**config.mk**
```make
export PLATFORM = sky130hd
export DESIGN_NAME = tachometer_period_to_speed
export DESIGN_NICKNAME = d
export VERILOG_FILES = /design/src/tps_pkg.sv /design/src/tachometer_period_to_speed.sv /design/src/tps_ctrl.sv /design/src/tps_dp.sv
export SDC_FILE = /design/constraint.sdc
export NUM_CORES = 1
export LEC_CHECK = 0
export ABC_AREA = 1
export BUFFER_PORTS_ARGS = -buffer_cell sky130_fd_sc_hd__buf_2
export CORE_MARGIN = 3
export CORE_UTILIZATION = 50
export CTS_CLUSTER_DIAMETER = 150
export DETAILED_ROUTE_END_ITERATION = 8
export PLACE_DENSITY_LB_ADDON = 0.05
export RECOVER_POWER = 100
export REMOVE_ABC_BUFFERS = 1
export SETUP_SLACK_MARGIN = 0.5
export SLEW_MARGIN = 20
export SYNTH_ARGS = -nofsm -noshare
export SYNTH_HDL_FRONTEND = slang
export SYNTH_SLANG_ARGS = --single-unit
```
**constraint.sdc**
```tcl
create_clock -name i_clk -period 6.6 [get_ports i_clk]
set_input_delay 0.99 -clock i_clk [delete_from_list [all_inputs] [get_ports i_clk]]
set_output_delay 0.99 -clock i_clk [all_outputs]
set_load 0.05 [all_outputs]
```
**src/tps_pkg.sv**
```systemverilog
// shared types, constants and register codes for the tachometer speed block
package tps_pkg;

    // timestamp width and derived widths
    localparam int STAMP_BITS = 24;
    localparam int CMP_BITS   = (STAMP_BITS > 24) ? STAMP_BITS : 24;
    localparam int NUM_BITS   = 32;
    localparam int DIV_BITS   = 24;
    localparam int SPD_BITS   = 16;
    localparam int CNT_BITS   = $clog2(NUM_BITS);

    // register reset values
    localparam logic [23:0] PERIOD_LIMIT_RST = 24'd1400000;
    localparam logic [31:0] NUMERATOR_RST    = 32'd200000000;
    localparam logic [15:0] MAX_SPEED_RST    = 16'd1000;
    localparam logic [15:0] MIN_SPEED_RST    = 16'd0;

    typedef logic [STAMP_BITS-1:0] t_stamp;

    // configuration register indexes
    typedef enum logic [1:0] {
        REG_PERIOD_LIMIT = 2'd0,
        REG_NUMERATOR    = 2'd1,
        REG_MAX_SPEED    = 2'd2,
        REG_MIN_SPEED    = 2'd3
    } t_reg_idx;

    // controller to datapath commands
    typedef struct packed {
        logic load_in;
        logic prep;
        logic div_step;
        logic load_out;
    } t_cmd;

    // datapath to controller status
    typedef struct packed {
        logic skip_div;
    } t_status;

endpackage

```
**src/tachometer_period_to_speed.sv**
```systemverilog
// top level: tachometer capture stamps in, period and speed words out
// Each input word is a down-counting timer stamp taken at a tachometer edge;
// each produces one output word with the period since the previous edge (capped
// at period_limit) and the speed speed_numerator / period in 0.1 RPS units,
// saturated to 16 bits and clamped to [min_speed, max_speed]. The first edge
// after reset gives valid_res = 0 with zero period and speed. A word that needs
// a division goes through accept, setup, 32 steps of the restoring divider at
// one quotient bit per cycle, and result load; the first edge and a zero period
// skip the divider. The divider is a single unit shared by all words, so a new
// word is accepted only once the last one is through. Results sit in an output
// register, so the next word is accepted while a result waits to be taken.
module tachometer_period_to_speed (
    input  logic        i_clk,
    input  logic        i_rst_n,
    input  logic        i_cfg_we,
    input  logic [1:0]  i_cfg_index,
    input  logic [31:0] i_cfg_data,
    input  logic        i_valid,
    output logic        o_ready,
    input  logic [23:0] i_capture_time,
    output logic        o_valid,
    input  logic        i_ready,
    output logic [23:0] o_period,
    output logic [15:0] o_speed,
    output logic        o_valid_res
);
    import tps_pkg::*;

    t_cmd    w_cmd;
    t_status w_status;

    // sequencer
    tps_ctrl u_ctrl (
        .i_clk       (i_clk),
        .i_rst_n     (i_rst_n),
        .i_in_valid  (i_valid),
        .o_in_ready  (o_ready),
        .o_out_valid (o_valid),
        .i_out_ready (i_ready),
        .i_status    (w_status),
        .o_cmd       (w_cmd)
    );

    // arithmetic and storage
    tps_dp u_dp (
        .i_clk          (i_clk),
        .i_rst_n        (i_rst_n),
        .i_cfg_we       (i_cfg_we),
        .i_cfg_index    (i_cfg_index),
        .i_cfg_data     (i_cfg_data),
        .i_capture_time (i_capture_time),
        .i_cmd          (w_cmd),
        .o_status       (w_status),
        .o_period       (o_period),
        .o_speed        (o_speed),
        .o_valid_res    (o_valid_res)
    );

endmodule

```
**src/tps_ctrl.sv**
```systemverilog
// controller state machine: sequences capture, setup, divide and result load
module tps_ctrl (
    input  logic             i_clk,
    input  logic             i_rst_n,
    input  logic             i_in_valid,
    output logic             o_in_ready,
    output logic             o_out_valid,
    input  logic             i_out_ready,
    input  tps_pkg::t_status i_status,
    output tps_pkg::t_cmd    o_cmd
);
    import tps_pkg::*;

    typedef enum logic [3:0] {
        ST_IDLE = 4'b0001,
        ST_PREP = 4'b0010,
        ST_DIV  = 4'b0100,
        ST_FIN  = 4'b1000
    } t_state;

    t_state              r_state, n_state;
    logic [CNT_BITS-1:0] r_cnt, n_cnt;
    logic                r_out_valid, n_out_valid;
    logic                w_accept;
    logic                w_can_load;

    assign o_in_ready  = (r_state == ST_IDLE);
    assign o_out_valid = r_out_valid;
    assign w_accept    = i_in_valid && o_in_ready;
    assign w_can_load  = !r_out_valid || i_out_ready;

    // next state and command decode
    always_comb begin
        n_state          = r_state;
        n_cnt            = r_cnt;
        o_cmd            = '0;
        o_cmd.load_in    = w_accept;
        case (r_state)
            ST_IDLE: begin
                if (w_accept) begin
                    n_state = ST_PREP;
                end
            end
            ST_PREP: begin
                o_cmd.prep = 1'b1;
                n_cnt      = CNT_BITS'(NUM_BITS - 1);
                n_state    = i_status.skip_div ? ST_FIN : ST_DIV;
            end
            ST_DIV: begin
                o_cmd.div_step = 1'b1;
                n_cnt          = r_cnt - CNT_BITS'(1);
                if (r_cnt == '0) begin
                    n_state = ST_FIN;
                end
            end
            ST_FIN: begin
                if (w_can_load) begin
                    o_cmd.load_out = 1'b1;
                    n_state        = ST_IDLE;
                end
            end
            default: begin
                n_state = ST_IDLE;
            end
        endcase
    end

    // output word valid flag
    always_comb begin
        n_out_valid = r_out_valid;
        if (o_cmd.load_out) begin
            n_out_valid = 1'b1;
        end else if (r_out_valid && i_out_ready) begin
            n_out_valid = 1'b0;
        end
    end

    // state registers
    always_ff @(posedge i_clk) begin
        if (!i_rst_n) begin
            r_state     <= ST_IDLE;
            r_cnt       <= '0;
            r_out_valid <= 1'b0;
        end else begin
            r_state     <= n_state;
            r_cnt       <= n_cnt;
            r_out_valid <= n_out_valid;
        end
    end

    // result is never loaded over a word that is still waiting
    a_no_overwrite: assert property (@(posedge i_clk) disable iff (!i_rst_n)
        o_cmd.load_out |-> (!r_out_valid || i_out_ready))
        else $error("result loaded over a pending word");

    // an accepted word always moves on to setup
    a_accept_prep: assert property (@(posedge i_clk) disable iff (!i_rst_n)
        w_accept |=> (r_state == ST_PREP))
        else $error("accepted word did not enter setup");

    // the last divide step hands over to finish
    a_div_end: assert property (@(posedge i_clk) disable iff (!i_rst_n)
        (r_state == ST_DIV && r_cnt == '0) |=> (r_state == ST_FIN))
        else $error("divider did not finish after last step");

    // a pending word only leaves when taken
    a_out_taken: assert property (@(posedge i_clk) disable iff (!i_rst_n)
        $fell(r_out_valid) |-> ($past(i_out_ready) || !$past(i_rst_n)))
        else $error("output word dropped without handshake");

endmodule

```
**src/tps_dp.sv**
```systemverilog
// datapath: config registers, stamp history, period cap, divider and clamps
module tps_dp (
    input  logic                 i_clk,
    input  logic                 i_rst_n,
    input  logic                 i_cfg_we,
    input  logic [1:0]           i_cfg_index,
    input  logic [31:0]          i_cfg_data,
    input  logic [23:0]          i_capture_time,
    input  tps_pkg::t_cmd        i_cmd,
    output tps_pkg::t_status     o_status,
    output logic [23:0]          o_period,
    output logic [15:0]          o_speed,
    output logic                 o_valid_res
);
    import tps_pkg::*;

    // configuration
    logic [23:0]         r_period_limit;
    logic [31:0]         r_numerator;
    logic [15:0]         r_max_speed;
    logic [15:0]         r_min_speed;

    // edge history
    t_stamp              r_prev;
    logic                r_seen;
    t_stamp              r_stamp;
    t_stamp              r_old;
    logic                r_first;

    // divider
    logic [DIV_BITS-1:0] r_div;
    logic [DIV_BITS-1:0] r_rem;
    logic [NUM_BITS-1:0] r_quo;
    logic [23:0]         r_period;

    // output word
    logic [23:0]         r_out_period;
    logic [15:0]         r_out_speed;
    logic                r_out_valid_res;

    t_stamp              w_ticks;
    logic [CMP_BITS-1:0] w_ticks_ext;
    logic [23:0]         w_period;
    logic [DIV_BITS:0]   w_shift;
    logic [DIV_BITS:0]   w_div_ext;
    logic                w_ge;
    logic [SPD_BITS-1:0] w_sat;
    logic [SPD_BITS-1:0] w_speed;

    // configuration writes
    always_ff @(posedge i_clk) begin
        if (!i_rst_n) begin
            r_period_limit <= PERIOD_LIMIT_RST;
            r_numerator    <= NUMERATOR_RST;
            r_max_speed    <= MAX_SPEED_RST;
            r_min_speed    <= MIN_SPEED_RST;
        end else if (i_cfg_we) begin
            case (t_reg_idx'(i_cfg_index))
                REG_PERIOD_LIMIT: r_period_limit <= i_cfg_data[23:0];
                REG_NUMERATOR:    r_numerator    <= i_cfg_data;
                REG_MAX_SPEED:    r_max_speed    <= i_cfg_data[15:0];
                REG_MIN_SPEED:    r_min_speed    <= i_cfg_data[15:0];
                default: ;
            endcase
        end
    end

    // stamp history, updated at accept
    always_ff @(posedge i_clk) begin
        if (!i_rst_n) begin
            r_prev <= '0;
            r_seen <= 1'b0;
        end else if (i_cmd.load_in) begin
            r_prev <= t_stamp'(i_capture_time);
            r_seen <= 1'b1;
        end
    end

    always_ff @(posedge i_clk) begin
        if (i_cmd.load_in) begin
            r_stamp <= t_stamp'(i_capture_time);
            r_old   <= r_prev;
            r_first <= !r_seen;
        end
    end

    // period: wrapped difference of down-counting stamps, capped
    assign w_ticks     = r_old - r_stamp;
    assign w_ticks_ext = CMP_BITS'(w_ticks);
    assign w_period    = (w_ticks_ext > CMP_BITS'(r_period_limit)) ? r_period_limit
                                                                    : w_ticks_ext[23:0];

    assign o_status.skip_div = r_first || (w_period == '0);

    // restoring divide step, one quotient bit per cycle
    assign w_shift   = {r_rem, r_quo[NUM_BITS-1]};
    assign w_div_ext = {1'b0, r_div};
    assign w_ge      = (w_shift >= w_div_ext);

    always_ff @(posedge i_clk) begin
        if (i_cmd.prep) begin
            r_period <= w_period;
            r_div    <= DIV_BITS'(w_period);
            r_rem    <= '0;
            r_quo    <= r_numerator;
        end else if (i_cmd.div_step) begin
            r_rem <= w_ge ? DIV_BITS'(w_shift - w_div_ext) : w_shift[DIV_BITS-1:0];
            r_quo <= {r_quo[NUM_BITS-2:0], w_ge};
        end
    end

    // saturate quotient to 16 bits, then clamp, max test first; a zero period gives max speed
    assign w_sat = (|r_quo[NUM_BITS-1:SPD_BITS]) ? '1 : r_quo[SPD_BITS-1:0];

    always_comb begin
        if (r_period == '0) begin
            w_speed = r_max_speed;
        end else if (w_sat > r_max_speed) begin
            w_speed = r_max_speed;
        end else if (w_sat < r_min_speed) begin
            w_speed = r_min_speed;
        end else begin
            w_speed = w_sat;
        end
    end

    // output word register
    always_ff @(posedge i_clk) begin
        if (i_cmd.load_out) begin
            r_out_period    <= r_first ? '0 : r_period;
            r_out_speed     <= r_first ? '0 : w_speed;
            r_out_valid_res <= !r_first;
        end
    end

    assign o_period    = r_out_period;
    assign o_speed     = r_out_speed;
    assign o_valid_res = r_out_valid_res;

endmodule
```
==> metrics.log <==
INFO  metric setup_total_negative_slack = 0 ps
INFO  metric critical_path_arrival = 5360 ps
INFO  metric drt-initial-drc-count = 1107
INFO  metric worst_stage_delay_on_the_critical_path = 2020 ps
INFO  metric critical_path_required = 6820 ps
INFO  metric synth_edf_count = 146
INFO  metric timing.critical_path.mode_cell = sky130_fd_sc_hd__clkbuf_1
INFO  metric min_period = 5140 ps
INFO  metric row_count = 64
INFO  metric synth_ff_type = sky130_fd_sc_hd__dfxtp_1
INFO  metric grt_max_degree = 92
INFO  metric crit_chain = nor2_1, nand3_1, clkbuf_1, clkinv_1, clkbuf_1, nor2_1, clkbuf_1, inv_1, buf_4
INFO  metric postRouteAntennaNets = 0
INFO  metric number_of_antenna_violations_at_the_first_check_in_global_routing = 0
INFO  metric die_area = 33700 um^2
INFO  metric slew-limit-headroom = -153%
INFO  metric area.growth.synth_to_final = 11.2%
INFO  metric post_synth.cell_area_avg = 7.93 um^2
INFO  metric worstSkewPairLatency = 580 ps
INFO  metric cell_pwr_density = 277 nW/um^2
INFO  metric fin_area = 17600 um^2
INFO  metric placeable_core_region = 30800 um^2
INFO  metric post_dp_cell_area = 16700 um^2
INFO  metric total_leakage_power = 8.09 nW
INFO  metric count_of_input_and_output_buffers = 105
INFO  metric netSwitchingFraction = 29.9%
INFO  metric via_density_per_instance = 5.18
INFO  metric post-cts-setup-buffers = 0
INFO  metric final-hold-violation-count = 0
INFO  metric postRouteWirelength = 38000 um
INFO  metric clock_power_share = 36.4%
INFO  metric rsz0062_at_grt = false
INFO  metric final_nets = 2249
INFO  metric post-route-period-util = 77.8%
INFO  metric via_count_of_the_first_global_routing_pass = 12200
INFO  metric internal_power_of_the_cells = 3.40 mW
INFO  metric yosys_warnings = 0
INFO  metric boundaryPins = 106
INFO  metric critical_path_peak_fanout = 62
INFO  metric setup_violations = 0
INFO  metric synth_cell_types = 51
INFO  metric clk_path_buf_depth = 3
INFO  metric grt_overflow = 0
INFO  metric htree_num_levels = 1
INFO  metric die_height = 184 um
INFO  metric route.detailed.wl_per_inst = 15.2 um
INFO  metric cts_hold_buf = 0
INFO  metric clock-root-buffer = sky130_fd_sc_hd__clkbuf_16
INFO  metric max_cap_violations = 6
INFO  metric comb_power_share = 20.8%
INFO  metric endpoint_kind = flop
INFO  metric synth_area_leaders = sky130_fd_sc_hd__edfxtp_1, sky130_fd_sc_hd__dfxtp_1, sky130_fd_sc_hd__nand2_1
INFO  metric power.sequential.fraction = 42.8%
INFO  metric tritoncts = built
INFO  metric critPathSlowestCell = sky130_fd_sc_hd__clkbuf_1
INFO  metric fin_ws = 1460 ps
INFO  metric synthesis.instances = 1990
INFO  metric timing_max_transition_violations_final = 332
INFO  metric area.sequential = 7330 um^2
INFO  metric multi_input_comb_area = 7080 um^2
INFO  metric post_synth_instance_area = 15800 um^2
INFO  metric floorplan.die.width = 184 um
INFO  metric fillerInstances = 2964
INFO  metric cts.sinks = 293
INFO  metric cell_type_with_the_largest_total_area_after_synthesis = sky130_fd_sc_hd__edfxtp_1
INFO  metric post-synth-top-area-fraction = 27.8%
INFO  metric cts_buffers = 31
INFO  metric drt_pre_antenna_iters = 6
INFO  metric gp_routability_congestion = 0.952
INFO  metric post-place-ws = 2240 ps
INFO  metric max-vdd-ir-drop = 0.000227 V
INFO  metric track_usage = 22.3%
INFO  metric cts.reportedPaths.clkPinSlew = 60 ps
INFO  metric timing.fmax = 195 MHz
INFO  metric fin_worst_skew = 12.8 ps
INFO  metric ctsResizeCount = 0
INFO  metric synth_async_sr_flop_share = 0%
INFO  metric failed_checks = capacitance limit, slew limit
INFO  metric fraction_of_final_layout_cells_with_drive_strength_greater_than_1 = 7.13%
INFO  metric fraction_of_the_yosys_area_taken_by_sequential_cells = 46.4%
INFO  metric initial_utilization = 51.2%
INFO  metric detailed_place_hpwl = 28300 um
INFO  metric grt_pass1_wl = 61200 um
INFO  metric worstHoldPathType = reg -> reg
INFO  metric outcome = complete, but fails checks
INFO  metric synth.ff_latch_count = 293
INFO  metric vias = 12900
INFO  metric timing.critical_path.from_type = flop
INFO  metric insertedDiodeCount = 0
INFO  metric worst_slew_pin_slew = 3790 ps
INFO  metric critPathKind = reg -> reg
INFO  metric remaining_drc_errors = 0
INFO  metric net-switching-power = 1.45 mW
[flip-flops by register name, summed over array words and instances, names as in the netlist]
name and count:
u_dp.r_numerator 32, u_dp.r_quo 32, u_dp.o_period 24, u_dp.r_div 24
u_dp.r_old 24, u_dp.r_period_limit 24, u_dp.r_prev 24, u_dp.r_rem 24
u_dp.r_stamp 24, u_dp.o_speed 16, u_dp.r_max_speed 16, u_dp.r_min_speed 16
u_ctrl.r_cnt 5, u_ctrl.r_state 4, u_ctrl.o_out_valid 1, u_dp.o_valid_res 1
u_dp.r_first 1, u_dp.r_seen 1
[metal layers]
metal	GRT usage (%)	routed length [um]	up-vias
met5	0	0	-
met2	37.8	17500	318
met1	30.0	17400	5899
met3	2.63	1930	69
li1	-	-	6660
met4	7.35	1200	0
[logic make-up (layout without fill, tap and decap cells)]
| logic type | Yosys count | after routing | share of synthesized area, % |
|---|---|---|---|
| AO/OA/AOI/OAI | 327 | 327 | 11.3 |
| XOR/XNOR | 27 | 27 | 1.50 |
| adder cells (fa/ha/maj) | 106 | 106 | 8.49 |
| buffers and inverters | 351 | 466 | 8.54 |
| flip-flops | 293 | 293 | 46.4 |
| AND/OR/NAND/NOR | 886 | 886 | 23.7 |
[power groups by stage]
stage                     Combinational [mW]  Sequential, mW  Clock, mW
after floorplan                        0.739            2.11          0
after global placement                 0.998            2.11          0
after detailed placement                1.02            2.12          0
after CTS                               1.02            2.08       1.80
after global routing                    1.17            2.09       1.87
final                                   1.01            2.08       1.77
[synth_stat cells, types with 17 or more instances]
cell type                  number
sky130_fd_sc_hd__inv_1        283
sky130_fd_sc_hd__clkbuf_1      47
sky130_fd_sc_hd__nand4_1       18
sky130_fd_sc_hd__nand2_1      552
sky130_fd_sc_hd__o21ai_0      104
sky130_fd_sc_hd__nand3_1      100
sky130_fd_sc_hd__ha_1         104
sky130_fd_sc_hd__dfxtp_1      147
sky130_fd_sc_hd__or2_2         17
sky130_fd_sc_hd__edfxtp_1     146
sky130_fd_sc_hd__nor2_1       146
sky130_fd_sc_hd__a21oi_1      160
[worst max-delay path: cells and delay by family, from the launching register on]
kind | cells | cell delay, ps
buffers and inverters | 6 | 3960
and+or+nand+nor | 3 | 330
DFF | 1 | 370
[through the flow]
stage / hold slack (ps) / total power [mW] / cells / utilization [%]
4_1_cts: 429 / 4.90 / 2501 / 57.5
3_3_place_gp: 413 / 3.11 / 2442 / 54.0
6_report: 428 / 4.86 / 2501 / 57.0
5_1_grt: 436 / 5.14 / 2501 / 57.0
2_1_floorplan: 409 / 2.85 / 1927 / -
3_5_place_dp: 415 / 3.13 / 2443 / 54.1
[layout by cell type, fill, tap and decap left out, drive strengths merged]
cell,synthesis,routed
xnor2,15,15
ha,104,104
a31oi,6,6
nor4,9,9
bufinv,0,3
or2,18,18
nand3b,5,5
nor2,149,149
clkinvlp,0,2
o221a,1,1
a21boi,1,1
dfxtp,147,147
inv,285,284
nor3,11,11
o21ai,115,115
o21bai,4,4
o2111ai,1,1
o21a,4,4
nand2,568,568
xor2,12,12
edfxtp,146,146
o221ai,1,1
clkinv,3,16
a211oi,3,3
a311oi,1,1
a21o,8,8
a21oi,164,164
clkbuf,47,107
and2,4,4
o211ai,16,16
nand3,103,103
buf,16,54
nand4,19,19
a221oi,2,2
fa,2,2
[path summary, 6_finish.rpt]
path / start / to / slack, ps / depth (start not counted)
setup / recovery: u_ctrl.r_state[3] / u_dp.r_quo[29] / 1460 / 9
hold / removal: u_dp.r_prev[5] / u_dp.r_old[5] / 430 / 0
hold reg to reg: u_dp.r_prev[5] / u_dp.r_old[5] / 430 / 0
setup reg to reg: u_ctrl.r_state[3] / u_dp.r_quo[29] / 1460 / 9
[area by class of cell]
class	count	area share [%]
inverters	288	6.16
well taps	396	2.82
multi-input cells	1346	40.3
flip-flops and latches	293	41.7
repair buffers	120	3.03
clock buffers	41	4.92
clock inverters	17	1.03
No activity file was read; power rests on OpenSTA's default activity.
